$ cat src/rtl/core/delta_bitpack_decoder_unit_defines.svh
// Assertion macros shared by the delta bit-pack decoder.
// Included by the top level; needs aclk and aresetn in scope.
`ifndef DELTA_BITPACK_DECODER_UNIT_DEFINES_SVH
`define DELTA_BITPACK_DECODER_UNIT_DEFINES_SVH

// Same-cycle implication, checked outside reset.
`define DBD_ASSERT_NOW(label, ante, cons) \
    label: assert property (@(posedge aclk) disable iff (!aresetn) (ante) |-> (cons)) \
        else $error("dbd same-cycle check failed");

// Next-cycle implication, checked outside reset.
`define DBD_ASSERT_NEXT(label, ante, cons) \
    label: assert property (@(posedge aclk) disable iff (!aresetn) (ante) |=> (cons)) \
        else $error("dbd next-cycle check failed");

`endif

$ cat src/rtl/core/dbd_pkg.sv
// Shared types, constants and helper functions for the delta bit-pack decoder.
// No dependencies; imported by the controller, datapath and top level.
package dbd_pkg;

    localparam int BYTE_W       = 8;
    localparam int LAST_BIT_IDX = 7;
    localparam int BIT_CNT_W    = 3;
    localparam int WIDTH_W      = 7;
    localparam int VALUE_W      = 64;
    localparam int PEND_W       = 63;
    localparam int PCNT_W       = 6;
    localparam int COUNT_W      = 16;
    localparam int CFG_IDX_W    = 3;
    localparam int CFG_DATA_W   = 64;

    localparam logic [CFG_IDX_W-1:0] CFG_DELTA_WIDTH = 3'd0;
    localparam logic [CFG_IDX_W-1:0] CFG_SIGNED_MODE = 3'd1;
    localparam logic [CFG_IDX_W-1:0] CFG_VALUE_WIDTH = 3'd2;
    localparam logic [CFG_IDX_W-1:0] CFG_BASE_VALUE  = 3'd3;
    localparam logic [CFG_IDX_W-1:0] CFG_DELTA_COUNT = 3'd4;

    localparam logic [WIDTH_W-1:0] DELTA_WIDTH_RST = 7'd8;
    localparam logic [WIDTH_W-1:0] VALUE_WIDTH_RST = 7'd64;

    typedef enum logic {
        ST_IDLE,
        ST_SHIFT
    } state_t;

    typedef struct packed {
        logic load_byte;
        logic restart;
        logic step;
    } cmd_t;

    typedef struct packed {
        logic completes;
        logic run_done;
        logic last_bit;
        logic out_busy;
    } status_t;

    // Treat zero as one and anything above 64 as 64.
    function automatic logic [WIDTH_W-1:0] clamp_width(input logic [WIDTH_W-1:0] w);
        logic [WIDTH_W-1:0] r;
        if (w == '0) begin
            r = 7'd1;
        end else if (w > 7'd64) begin
            r = 7'd64;
        end else begin
            r = w;
        end
        return r;
    endfunction

    // Low-bit mask for a clamped width in 1..64.
    function automatic logic [VALUE_W-1:0] width_mask(input logic [WIDTH_W-1:0] w);
        logic [VALUE_W-1:0] m;
        if (w[6]) begin
            m = '1;
        end else begin
            m = (VALUE_W'(1) << w[5:0]) - VALUE_W'(1);
        end
        return m;
    endfunction

endpackage

$ cat src/rtl/core/dbd_ctrl.sv
// Controller for the delta bit-pack decoder: takes a word, then walks its bits.
// Depends on dbd_pkg for the state, command and status types.
module dbd_ctrl (
    input  logic              aclk,
    input  logic              aresetn,
    input  logic              s_valid,
    input  logic              s_start_run,
    output logic              s_ready,
    input  dbd_pkg::status_t  status,
    output dbd_pkg::cmd_t     cmd
);
    import dbd_pkg::*;

    state_t state_reg;
    state_t state_next;
    logic   step_ok;

    // A bit may advance unless the run is done or it finishes a delta while the result is still held.
    assign step_ok = !status.run_done && !(status.completes && status.out_busy);

    always_ff @(posedge aclk) begin
        if (!aresetn) begin
            state_reg <= ST_IDLE;
        end else begin
            state_reg <= state_next;
        end
    end

    always_comb begin
        state_next = state_reg;
        case (state_reg)
            ST_IDLE: begin
                if (s_valid) begin
                    state_next = ST_SHIFT;
                end
            end
            ST_SHIFT: begin
                if (status.run_done) begin
                    state_next = ST_IDLE;
                end else if (step_ok && status.last_bit) begin
                    state_next = ST_IDLE;
                end
            end
            default: state_next = ST_IDLE;
        endcase
    end

    always_comb begin
        s_ready       = 1'b0;
        cmd.load_byte = 1'b0;
        cmd.restart   = 1'b0;
        cmd.step      = 1'b0;
        case (state_reg)
            ST_IDLE: begin
                s_ready       = 1'b1;
                cmd.load_byte = s_valid;
                cmd.restart   = s_valid && s_start_run;
            end
            ST_SHIFT: begin
                cmd.step = step_ok;
            end
            default: begin
                s_ready = 1'b0;
            end
        endcase
    end

endmodule

$ cat src/rtl/core/dbd_datapath.sv
// Datapath for the delta bit-pack decoder: config registers, bit accumulator,
// running value adder and result register. Depends on dbd_pkg.
module dbd_datapath (
    input  logic                              aclk,
    input  logic                              aresetn,
    input  logic                              cfg_wr_en,
    input  logic [dbd_pkg::CFG_IDX_W-1:0]     cfg_index,
    input  logic [dbd_pkg::CFG_DATA_W-1:0]    cfg_wr_data,
    input  logic [dbd_pkg::BYTE_W-1:0]        s_data_byte,
    input  logic                              m_ready,
    input  dbd_pkg::cmd_t                     cmd,
    output dbd_pkg::status_t                  status,
    output logic                              m_valid,
    output logic [dbd_pkg::VALUE_W-1:0]       m_value,
    output logic                              m_last_value
);
    import dbd_pkg::*;

    logic [WIDTH_W-1:0]   delta_width_reg;
    logic                 signed_mode_reg;
    logic [WIDTH_W-1:0]   value_width_reg;
    logic [VALUE_W-1:0]   base_value_reg;
    logic [COUNT_W-1:0]   delta_count_reg;

    logic [VALUE_W-1:0]   running_reg;
    logic [PEND_W-1:0]    pending_reg;
    logic [PCNT_W-1:0]    pcount_reg;
    logic [COUNT_W-1:0]   done_reg;
    logic [BYTE_W-1:0]    byte_reg;
    logic [BIT_CNT_W-1:0] bit_cnt_reg;

    logic                 m_valid_reg;
    logic                 m_valid_next;
    logic [VALUE_W-1:0]   m_value_reg;
    logic                 m_last_reg;

    logic [WIDTH_W-1:0]   dw;
    logic [WIDTH_W-1:0]   vw;
    logic [VALUE_W-1:0]   dmask;
    logic [VALUE_W-1:0]   vmask;
    logic [VALUE_W-1:0]   acc;
    logic [WIDTH_W-1:0]   cnt;
    logic [PCNT_W-1:0]    top_idx;
    logic [VALUE_W-1:0]   d;
    logic [VALUE_W-1:0]   d_ext;
    logic [VALUE_W-1:0]   sum;
    logic [COUNT_W-1:0]   done_inc;

    assign dw       = clamp_width(delta_width_reg);
    assign vw       = clamp_width(value_width_reg);
    assign dmask    = width_mask(dw);
    assign vmask    = width_mask(vw);
    assign acc      = {pending_reg, byte_reg[LAST_BIT_IDX]};
    assign cnt      = {1'b0, pcount_reg} + WIDTH_W'(1);
    assign top_idx  = PCNT_W'(dw - WIDTH_W'(1));
    assign d        = acc & dmask;
    // Negative deltas: sign-extend so a plain add does the subtraction.
    assign d_ext    = (signed_mode_reg && acc[top_idx]) ? (d | ~dmask) : d;
    assign sum      = ((running_reg & vmask) + d_ext) & vmask;
    assign done_inc = done_reg + COUNT_W'(1);

    assign status.completes = (cnt >= dw);
    assign status.run_done  = (done_reg >= delta_count_reg);
    assign status.last_bit  = (bit_cnt_reg == BIT_CNT_W'(LAST_BIT_IDX));
    assign status.out_busy  = m_valid_reg && !m_ready;

    always_ff @(posedge aclk) begin
        if (!aresetn) begin
            delta_width_reg <= DELTA_WIDTH_RST;
            signed_mode_reg <= 1'b0;
            value_width_reg <= VALUE_WIDTH_RST;
            base_value_reg  <= '0;
            delta_count_reg <= '0;
        end else if (cfg_wr_en) begin
            case (cfg_index)
                CFG_DELTA_WIDTH: delta_width_reg <= cfg_wr_data[WIDTH_W-1:0];
                CFG_SIGNED_MODE: signed_mode_reg <= cfg_wr_data[0];
                CFG_VALUE_WIDTH: value_width_reg <= cfg_wr_data[WIDTH_W-1:0];
                CFG_BASE_VALUE:  base_value_reg  <= cfg_wr_data;
                CFG_DELTA_COUNT: delta_count_reg <= cfg_wr_data[COUNT_W-1:0];
                default: begin
                end
            endcase
        end
    end

    always_ff @(posedge aclk) begin
        if (!aresetn) begin
            running_reg <= '0;
            pending_reg <= '0;
            pcount_reg  <= '0;
            done_reg    <= '0;
            bit_cnt_reg <= '0;
        end else if (cmd.load_byte) begin
            bit_cnt_reg <= '0;
            if (cmd.restart) begin
                running_reg <= base_value_reg & vmask;
                pending_reg <= '0;
                pcount_reg  <= '0;
                done_reg    <= '0;
            end
        end else if (cmd.step) begin
            bit_cnt_reg <= bit_cnt_reg + BIT_CNT_W'(1);
            if (status.completes) begin
                running_reg <= sum;
                pending_reg <= '0;
                pcount_reg  <= '0;
                done_reg    <= done_inc;
            end else begin
                pending_reg <= acc[PEND_W-1:0];
                pcount_reg  <= cnt[PCNT_W-1:0];
            end
        end
    end

    // Byte shifter: MSB sits at the top and is consumed first.
    always_ff @(posedge aclk) begin
        if (cmd.load_byte) begin
            byte_reg <= s_data_byte;
        end else if (cmd.step) begin
            byte_reg <= {byte_reg[BYTE_W-2:0], 1'b0};
        end
    end

    always_comb begin
        m_valid_next = m_valid_reg;
        if (cmd.step && status.completes) begin
            m_valid_next = 1'b1;
        end else if (m_ready) begin
            m_valid_next = 1'b0;
        end
    end

    always_ff @(posedge aclk) begin
        if (!aresetn) begin
            m_valid_reg <= 1'b0;
        end else begin
            m_valid_reg <= m_valid_next;
        end
    end

    always_ff @(posedge aclk) begin
        if (cmd.step && status.completes) begin
            m_value_reg <= sum;
            m_last_reg  <= (done_inc == delta_count_reg);
        end
    end

    assign m_valid      = m_valid_reg;
    assign m_value      = m_value_reg;
    assign m_last_value = m_last_reg;

endmodule

$ cat src/rtl/core/delta_bitpack_decoder_unit.sv
// Delta bit-pack decoder: one word is taken in a cycle of its own, then its bits are
// walked MSB first at one bit per cycle while no completing bit waits on the result; the
// next word is taken after the last bit, or straight away when the run is complete;
// the bit-serial accumulator sets the rate. A finished delta shows on the result port in
// the cycle after its last bit; a completing bit waits while the result register is held.
// Reset (aresetn low, synchronous) restores defaults, clears all but byte and result data.
module delta_bitpack_decoder_unit (
    input  logic                              aclk,
    input  logic                              aresetn,
    input  logic                              cfg_wr_en,
    input  logic [dbd_pkg::CFG_IDX_W-1:0]     cfg_index,
    input  logic [dbd_pkg::CFG_DATA_W-1:0]    cfg_wr_data,
    input  logic                              s_valid,
    output logic                              s_ready,
    input  logic [dbd_pkg::BYTE_W-1:0]        s_data_byte,
    input  logic                              s_start_run,
    output logic                              m_valid,
    input  logic                              m_ready,
    output logic [dbd_pkg::VALUE_W-1:0]       m_value,
    output logic                              m_last_value
);
    import dbd_pkg::*;

    cmd_t    cmd;
    status_t status;

    dbd_ctrl u_ctrl (
        .aclk        (aclk),
        .aresetn     (aresetn),
        .s_valid     (s_valid),
        .s_start_run (s_start_run),
        .s_ready     (s_ready),
        .status      (status),
        .cmd         (cmd)
    );

    dbd_datapath u_datapath (
        .aclk         (aclk),
        .aresetn      (aresetn),
        .cfg_wr_en    (cfg_wr_en),
        .cfg_index    (cfg_index),
        .cfg_wr_data  (cfg_wr_data),
        .s_data_byte  (s_data_byte),
        .m_ready      (m_ready),
        .cmd          (cmd),
        .status       (status),
        .m_valid      (m_valid),
        .m_value      (m_value),
        .m_last_value (m_last_value)
    );

`include "delta_bitpack_decoder_unit_defines.svh"

    `DBD_ASSERT_NEXT(a_emit_on_complete, cmd.step && status.completes, m_valid)
    `DBD_ASSERT_NOW(a_no_step_when_done, status.run_done, !cmd.step)
    `DBD_ASSERT_NEXT(a_busy_after_accept, s_valid && s_ready, !s_ready)

endmodule

$ cat config.mk
export PLATFORM = sky130hd
export DESIGN_NAME = delta_bitpack_decoder_unit
export DESIGN_NICKNAME = d
export VERILOG_FILES = /design/src/rtl/core/dbd_pkg.sv /design/src/rtl/core/dbd_ctrl.sv /design/src/rtl/core/dbd_datapath.sv /design/src/rtl/core/delta_bitpack_decoder_unit.sv
export VERILOG_INCLUDE_DIRS = /design/src /design/src/rtl/core
export SDC_FILE = /design/constraint.sdc
export NUM_CORES = 1
export LEC_CHECK = 0
export BUFFER_PORTS_ARGS = -buffer_cell sky130_fd_sc_hd__buf_2
export CORE_MARGIN = 1.5
export CORE_UTILIZATION = 56
export DETAILED_ROUTE_END_ITERATION = 16
export MAX_ROUTING_LAYER = met4
export PLACE_DENSITY = 0.76
export SYNTH_ARGS = -nofsm -noshare
export SYNTH_HDL_FRONTEND = slang
export SYNTH_SLANG_ARGS = --single-unit
$ cat constraint.sdc
create_clock -name aclk -period 6.6 [get_ports aclk]
set_input_delay 0.33 -clock aclk [delete_from_list [all_inputs] [get_ports aclk]]
set_output_delay 0.33 -clock aclk [all_outputs]
set_load 0.005 [all_outputs]
==> out/summary.txt, run 1 <==
================================================================================
Number of different library cells in the post-synthesis netlist               92
Total of endpoints with negative setup slack in the final report               0
Critical path's slowest cell                                        sky130_fd_sc_hd__or4_1
IO buf count                                                                 147
Final antenna-violating net count                                              0
Drt via density                                                             6.51
Portion of the post-synthesis area used by sequential elements             32.0%
# DRC                                                                          0
Largest net degree at the start of global routing                             94
Number of enable-type register cells in the synthesized netlist               73
Multiplexer area fraction after synthesis                                  4.13%
Share of synthesized flip-flops with an asynchronous set or reset             0%
GPL Wtd Cong                                                                1.04
Number of nets in the final layout                                         3,419
DIE WIDTH                                                                 203 µm
Post-synth net total                                                       3,185
Overall power of the completed layout                                  0.00494 W
HP Start                                                            cfg_wr_data[58]
P&R area growth vs syn                                                     19.9%
Core box area                                                         39,600 µm²
Cell type group with the largest total delay on the critical path   simple AND/OR/NAND/NOR gates
Minimum clock period after layout                                        6.49 ns
Filler Cell Count                                                          3,254
GR Util All Layers                                                         43.5%
Setup crit start                                                    u_datapath.delta_width_reg[6]
Post-synthesis cell count                                                  3,006
Most frequently used flop master after synthesis                    sky130_fd_sc_hd__dfxtp_1
Cell occurring most often along the worst timing path               sky130_fd_sc_hd__buf_4
Worst slew slack as a fraction of its limit                                18.5%
Area after detailed placement                                         24,800 µm²
Most common cell after layout, fill and taps aside                  sky130_fd_sc_hd__nand2_1
Total area of multi-input combinational cells                         14,900 µm²
Post-synthesis adder-cell area fraction                                    5.50%
Io pins                                                                      148
Register-to-register path setup slack                                    0.11 ns
Via count of the first global-routing pass                                23,000
Type of origin of the critical path                                         flop
Cells along the critical path                                       or3_4 -> o21ai_4 -> inv_2 -> ha_2 -> or4b_1 -> a21oi_2 -> buf_4 -> o211ai_1 -> or3_4 -> nor3_2 -> buf_4 -> nand2b_1 -> a211o_1 -> a21oi_2 -> mux2_2 -> ha_2 -> nand4_1 -> or4_1 -> o21ba_4 -> o31ai_1 -> xnor2_1 -> buf_4 -> nor2_1
Worst Reg2Reg Path Length in Cells                                            23
Compound-cell area share of the yosys netlist                              22.8%
First-pass detailed-route iteration total                                      6
Final-report max-slew violation count                                          0
Post-synthesis sequential element count                                      322
Category of the most critical setup path                              reg -> reg
Cell area power density                                               184 nW/µm²
Top achievable clock speed                                               154 MHz
Synthesis Warnings                                                             0
Hold path endpoint                                                  u_datapath.base_value_reg[58]
Vias                                                                      24,700
TritonCTS Sinks                                                              322
Type of element capturing the critical path                                 flop
Commonest cells after routing, fill and taps aside                  sky130_fd_sc_hd__nand2_1 (586), sky130_fd_sc_hd__a21oi_1 (336), sky130_fd_sc_hd__nor2_1 (281), sky130_fd_sc_hd__dfxtp_1 (247), sky130_fd_sc_hd__buf_4 (226)
Effective utilization at floorplan                                         56.6%
Delay contributed by the slowest stage of the critical path              0.60 ns
Post-route cell area                                                  26,900 µm²
Post-place setup slack                                                 -0.247 ns
Maximum buffer depth of the clock tree                                         3
TritonCTS clock tree                                                         yes
H-tree Lvls                                                                    2
Leakage                                                                  11.0 nW
Synthesized area per cell                                               7.46 µm²
Iter 0 DRT Violations                                                      3,145
Worst R2R Start                                                     u_datapath.delta_width_reg[6]
Worst-Skew Late Latency                                                  0.58 ns
Post-detailed-route wirelength per cell                                  23.5 µm
Worst Path Required                                                      6.89 ns
HPWL after DPL                                                           66.1 mm
Die area                                                              41,300 µm²
Worst-path fanout max                                                          7
End of the worst register-to-register path                          u_datapath.m_value[49]
Global-route wire length before repair                                    134 mm
Synthesized area                                                      22,400 µm²
Layout cells sized above 1                                                 19.0%
Final wirelength                                                         89.2 mm
Flip-flop and latch area                                                7180 µm²
Peak supply drop                                                          241 µV
Critical path data arrival time                                          6.78 ns
Number of placement rows                                                      73
Post-synthesis share of cell area spent on xor and xnor gates              5.27%
Slack of the critical path                                              0.112 ns
CTS clk-pin slew, worst paths                                            0.07 ns
Worst hold-check slack                                                 0.0171 ns
Worst-Margin Slew                                                        1.22 ns
Cts bufs inserted                                                             38
CTS Root Cell                                                       sky130_fd_sc_hd__clkbuf_16
Simple-gate share of the synthesized area                                  25.9%
Setup Skew                                                             0.0335 ns
Post-route fraction of the period consumed by the critical path            98.3%
Total gr overflow                                                              0
Worst path bufs/invs                                                           4
Outcome                                                             complete, no violations
Antenna violations before repair                                               3
Kind of path behind the tightest hold check                            in -> reg
Vert. Die Dim                                                             203 µm
Instance count along the most critical hold path                               3
Number of max-cap violations                                                   0
Combinational family with the most area after synthesis             simple AND/OR/NAND/NOR gates
Hold violation count in the final report                                       0
================================================================================
## report_power, final
group	switching, W	leakage (nW)	internal (W)
combinational	0.000487	7.62	0.000253
clock	0.000889	0.601	0.00124
sequential	0.0000246	2.75	0.00205
## layer usage
| layer | GRT usage [%] | vias to the layer above | wire length [µm] |
|---|---|---|---|
| met5 | - | - | 0 |
| met4 | 21.3 | 0 | 4860 |
| met3 | 8.41 | 308 | 10000 |
| met2 | 66.3 | 1634 | 39600 |
| met1 | 55.5 | 11600 | 34700 |
| li1 | - | 11100 | - |
## worst max path at each step
stage,to,cells after the start
2_1_floorplan,u_datapath.m_value[61],26
3_3_place_gp,u_datapath.m_value[63],22
3_5_place_dp,u_datapath.running_reg[54],25
4_1_cts,u_datapath.running_reg[58],23
5_1_grt,u_datapath.m_value[57],25
6_report,u_datapath.m_value[49],23
## metrics by stage
step,util (%),instances,setup TNS (ns)
finish,67.8,3795,0
global route,67.8,3795,-0.493
CTS,66.2,3783,-0.00439
detailed placement,62.4,3698,-1.59
global placement,62.4,3698,-0.173
floorplan,-,3006,0
## synthesized netlist by cell type (all sizes together) (53+ instances only)
library cell,number,share of area (%)
a21oi,345,7.7
inv,59,0.99
nor2,291,4.9
xnor2,84,3.3
nand2,589,9.9
clkbuf,171,2.9
o21ai,165,3.7
edfxtp,73,9.8
nand3,79,1.8
nor2b,62,1.7
dfxtp,249,22
a21o,53,1.8
ha,97,5.4
nor3,69,1.6
## logic make-up after synthesis
logic type / Yosys count
simple gates: 1294
mux: 74
buf+inv: 259
xor+xnor: 134
fa+ha+maj: 98
compound gates: 825
flops: 322
## worst min-delay path: stages
cell and delay [ns]:
sky130_fd_sc_hd__buf_2 0.10, sky130_fd_sc_hd__nand2_1 0.05, sky130_fd_sc_hd__a21oi_1 0.05
## area by class of cell
class / instances / area share [%]
inverter: 61 / 0.861
timing repair buffer: 391 / 9.76
multi-input combinational: 2426 / 55.6
clock inverter: 21 / 0.768
tap: 525 / 2.44
sequential: 322 / 26.7
clock buffer: 48 / 3.87
antenna: 1 / 0.00931
## what timing repair did
action | CTS | global route
resized for setup | 15 | 114
hold endpoints to repair | 16 | 0
hold buffers | 16 | 0
pin swaps | 1 | 37
buffers inserted | 0 | 10
setup endpoints to repair | 25 | 67
cloned | 0 | 1
Power figures use the tool's default switching activity.
==> run 2: changes to the inputs <==
Settings changed: CORE_ASPECT_RATIO set to 1.75.
==> out/summary.txt, run 2 (synthesis results as in run 1) <==
===============================================================================
DIE WIDTH                                                                154 µm   -24%
Post-detailed-route wirelength per cell                                 25.3 µm   +7.7%
Io pins                                                                     148   unchanged
Outcome                                                            complete, no violations
Minimum clock period after layout                                       6.46 ns   -0.0302 ns
CTS clk-pin slew, worst paths                                           0.07 ns   about the same
Total area of multi-input combinational cells                        14,600 µm²   -2.1%
Top achievable clock speed                                              155 MHz   +0.47%
Worst-Margin Slew                                                       1.29 ns   +0.0638 ns
CTS Root Cell                                                      sky130_fd_sc_hd__clkbuf_16
Category of the most critical setup path                             reg -> reg
Worst-path fanout max                                                         8   +1
Number of placement rows                                                     96   +32%
P&R area growth vs syn                                                    18.6%
Peak supply drop                                                         257 µV   +6.7%
Post-route fraction of the period consumed by the critical path           97.8%   -0.46 points
Filler Cell Count                                                         3,263   +0.28%
TritonCTS Sinks                                                             322   unchanged
Flip-flop and latch area                                               7180 µm²   unchanged
Hold violation count in the final report                                      0   unchanged
Cts bufs inserted                                                            31   -18%
Most common cell after layout, fill and taps aside                 sky130_fd_sc_hd__nand2_1
Kind of path behind the tightest hold check                           in -> reg
# DRC                                                                         0   unchanged
Post-route cell area                                                 26,600 µm²   -1.1%
TritonCTS clock tree                                                        yes
Number of max-cap violations                                                  0   unchanged
Via count of the first global-routing pass                               24,300   +5.3%
H-tree Lvls                                                                   1   -1
HPWL after DPL                                                          70.4 mm   +6.4%
Global-route wire length before repair                                   142 mm   +6.0%
Core box area                                                        39,400 µm²   -0.61%
Vias                                                                     24,900   +0.81%
Cell area power density                                              174 nW/µm²   -5.2%
Effective utilization at floorplan                                        56.9%   +0.35 points
Die area                                                             41,300 µm²   +0.11%
Worst Path Required                                                     6.92 ns   +0.03 ns
Leakage                                                                 10.8 nW   -1.3%
Layout cells sized above 1                                                16.9%   -2.1 points
Commonest cells after routing, fill and taps aside                 sky130_fd_sc_hd__nand2_1 (587), sky130_fd_sc_hd__a21oi_1 (338), sky130_fd_sc_hd__nor2_1 (284), sky130_fd_sc_hd__dfxtp_1 (247), sky130_fd_sc_hd__buf_4 (203)
Number of nets in the final layout                                        3,434   +0.44%
Antenna violations before repair                                              4   +1
Type of origin of the critical path                                        flop
First-pass detailed-route iteration total                                     6   unchanged
GR Util All Layers                                                        46.7%   +3.2 points
Final-report max-slew violation count                                         0   unchanged
IO buf count                                                                147   unchanged
Drt via density                                                            6.60   +1.4%
Largest net degree at the start of global routing                            97   +3.2%
Final sum of negative setup slack                                          0 ns   unchanged
Vert. Die Dim                                                            268 µm   +32%
Total of endpoints with negative setup slack in the final report              0   unchanged
Maximum buffer depth of the clock tree                                        3   unchanged
Final antenna-violating net count                                             0   unchanged
Iter 0 DRT Violations                                                     2,931   -6.8%
Total gr overflow                                                             0   unchanged
Worst-Skew Late Latency                                                 0.60 ns   +0.02 ns
Final wirelength                                                        95.5 mm   +7.1%
Type of element capturing the critical path                                flop
Area after detailed placement                                        24,600 µm²   -0.46%
Worst slew slack as a fraction of its limit                               14.3%   -4.3 points
Setup Skew                                                            0.0176 ns   -0.0159 ns
GPL Wtd Cong                                                               1.17   +13%
Critical path data arrival time                                         6.78 ns   about the same
===============================================================================
==> run 2: power breakdown <==
| part | switching (W) | internal [W] |
|---|---|---|
| Clock | 0.000850 | 0.000936 |
| Combinational | 0.000512 | 0.000269 |
| Sequential | 0.0000240 | 0.00204 |
| Total | 0.00139 | 0.00325 |
==> run 2: area by class of cell <==
type	instances	share of cell area [%]
Multi-Input combinational cell	2425	55.0
Sequential cell	322	27.0
Timing Repair Buffer	414	11.1
Clock buffer	44	3.29
Tap cell	490	2.30
Inverter	61	0.870
Clock inverter	14	0.390
Antenna cell	3	0.0282
==> run 2: timing repair <==
item	4_1_cts	5_1_grt
buffers inserted	1	5
endpoints found under the hold margin	65	0
pin swaps	1	24
hold buffers	59	0
endpoints found under the setup margin	20	62
resized for setup	14	64
gates cloned	0	0
==> run 2: worst paths after layout <==
path | from | slack, ns | depth (start not counted) | to
min reg2reg | u_datapath.running_reg[21] | 0.45 | 2 | u_datapath.running_reg[21]
max | u_datapath.delta_width_reg[6] | 0.14 | 26 | u_datapath.m_value[60]
max reg2reg | u_datapath.delta_width_reg[6] | 0.14 | 26 | u_datapath.m_value[60]
min | s_data_byte[2] | 0.01 | 3 | u_datapath.byte_reg[2]
==> run 2: worst max-delay path: stages, from the launching register on <==
cell and delay (ns):
sky130_fd_sc_hd__dfxtp_2 0.32, sky130_fd_sc_hd__or3_4 0.40, sky130_fd_sc_hd__o21ai_4 0.17, sky130_fd_sc_hd__inv_2 0.07, sky130_fd_sc_hd__ha_1 0.22, sky130_fd_sc_hd__or4b_4 0.57
sky130_fd_sc_hd__a21oi_2 0.17, sky130_fd_sc_hd__buf_4 0.15, sky130_fd_sc_hd__o211ai_1 0.13, sky130_fd_sc_hd__or3_1 0.41, sky130_fd_sc_hd__buf_4 0.20, sky130_fd_sc_hd__or3_4 0.42
sky130_fd_sc_hd__o21ai_2 0.16, sky130_fd_sc_hd__a31oi_2 0.14, sky130_fd_sc_hd__o41ai_2 0.47, sky130_fd_sc_hd__ha_1 0.34, sky130_fd_sc_hd__inv_2 0.09, sky130_fd_sc_hd__o21bai_1 0.09
sky130_fd_sc_hd__a21o_1 0.21, sky130_fd_sc_hd__a221o_1 0.39, sky130_fd_sc_hd__a21o_1 0.16, sky130_fd_sc_hd__a31oi_1 0.14, sky130_fd_sc_hd__buf_4 0.18, sky130_fd_sc_hd__o21ai_0 0.11
sky130_fd_sc_hd__nand2_1 0.14, sky130_fd_sc_hd__xor2_2 0.23, sky130_fd_sc_hd__nor2_1 0.09
==> run 2: per-layer routing <==
metal	global-route usage, %	share of wire [%]
met1	48.1	33
met2	76.3	47
met3	9.45	9.1
met4	40.4	11
met5	-	0
==> run 2: metrics by stage <==
stage | setup slack, ns | total power (W) | util (%) | instances | hold slack, ns
6_report | 0.142 | 0.00464 | 67.5 | 3773 | 0.0133
5_1_grt | -0.0623 | 0.00475 | 67.5 | 3773 | 0.0233
4_1_cts | 0.000328 | 0.00458 | 66.7 | 3765 | 0.00467
3_5_place_dp | -0.207 | 0.00281 | 62.5 | 3647 | 0.434
3_3_place_gp | -0.101 | 0.00280 | 62.5 | 3647 | 0.427
2_1_floorplan | 0.00825 | 0.00252 | - | 3006 | 0.417
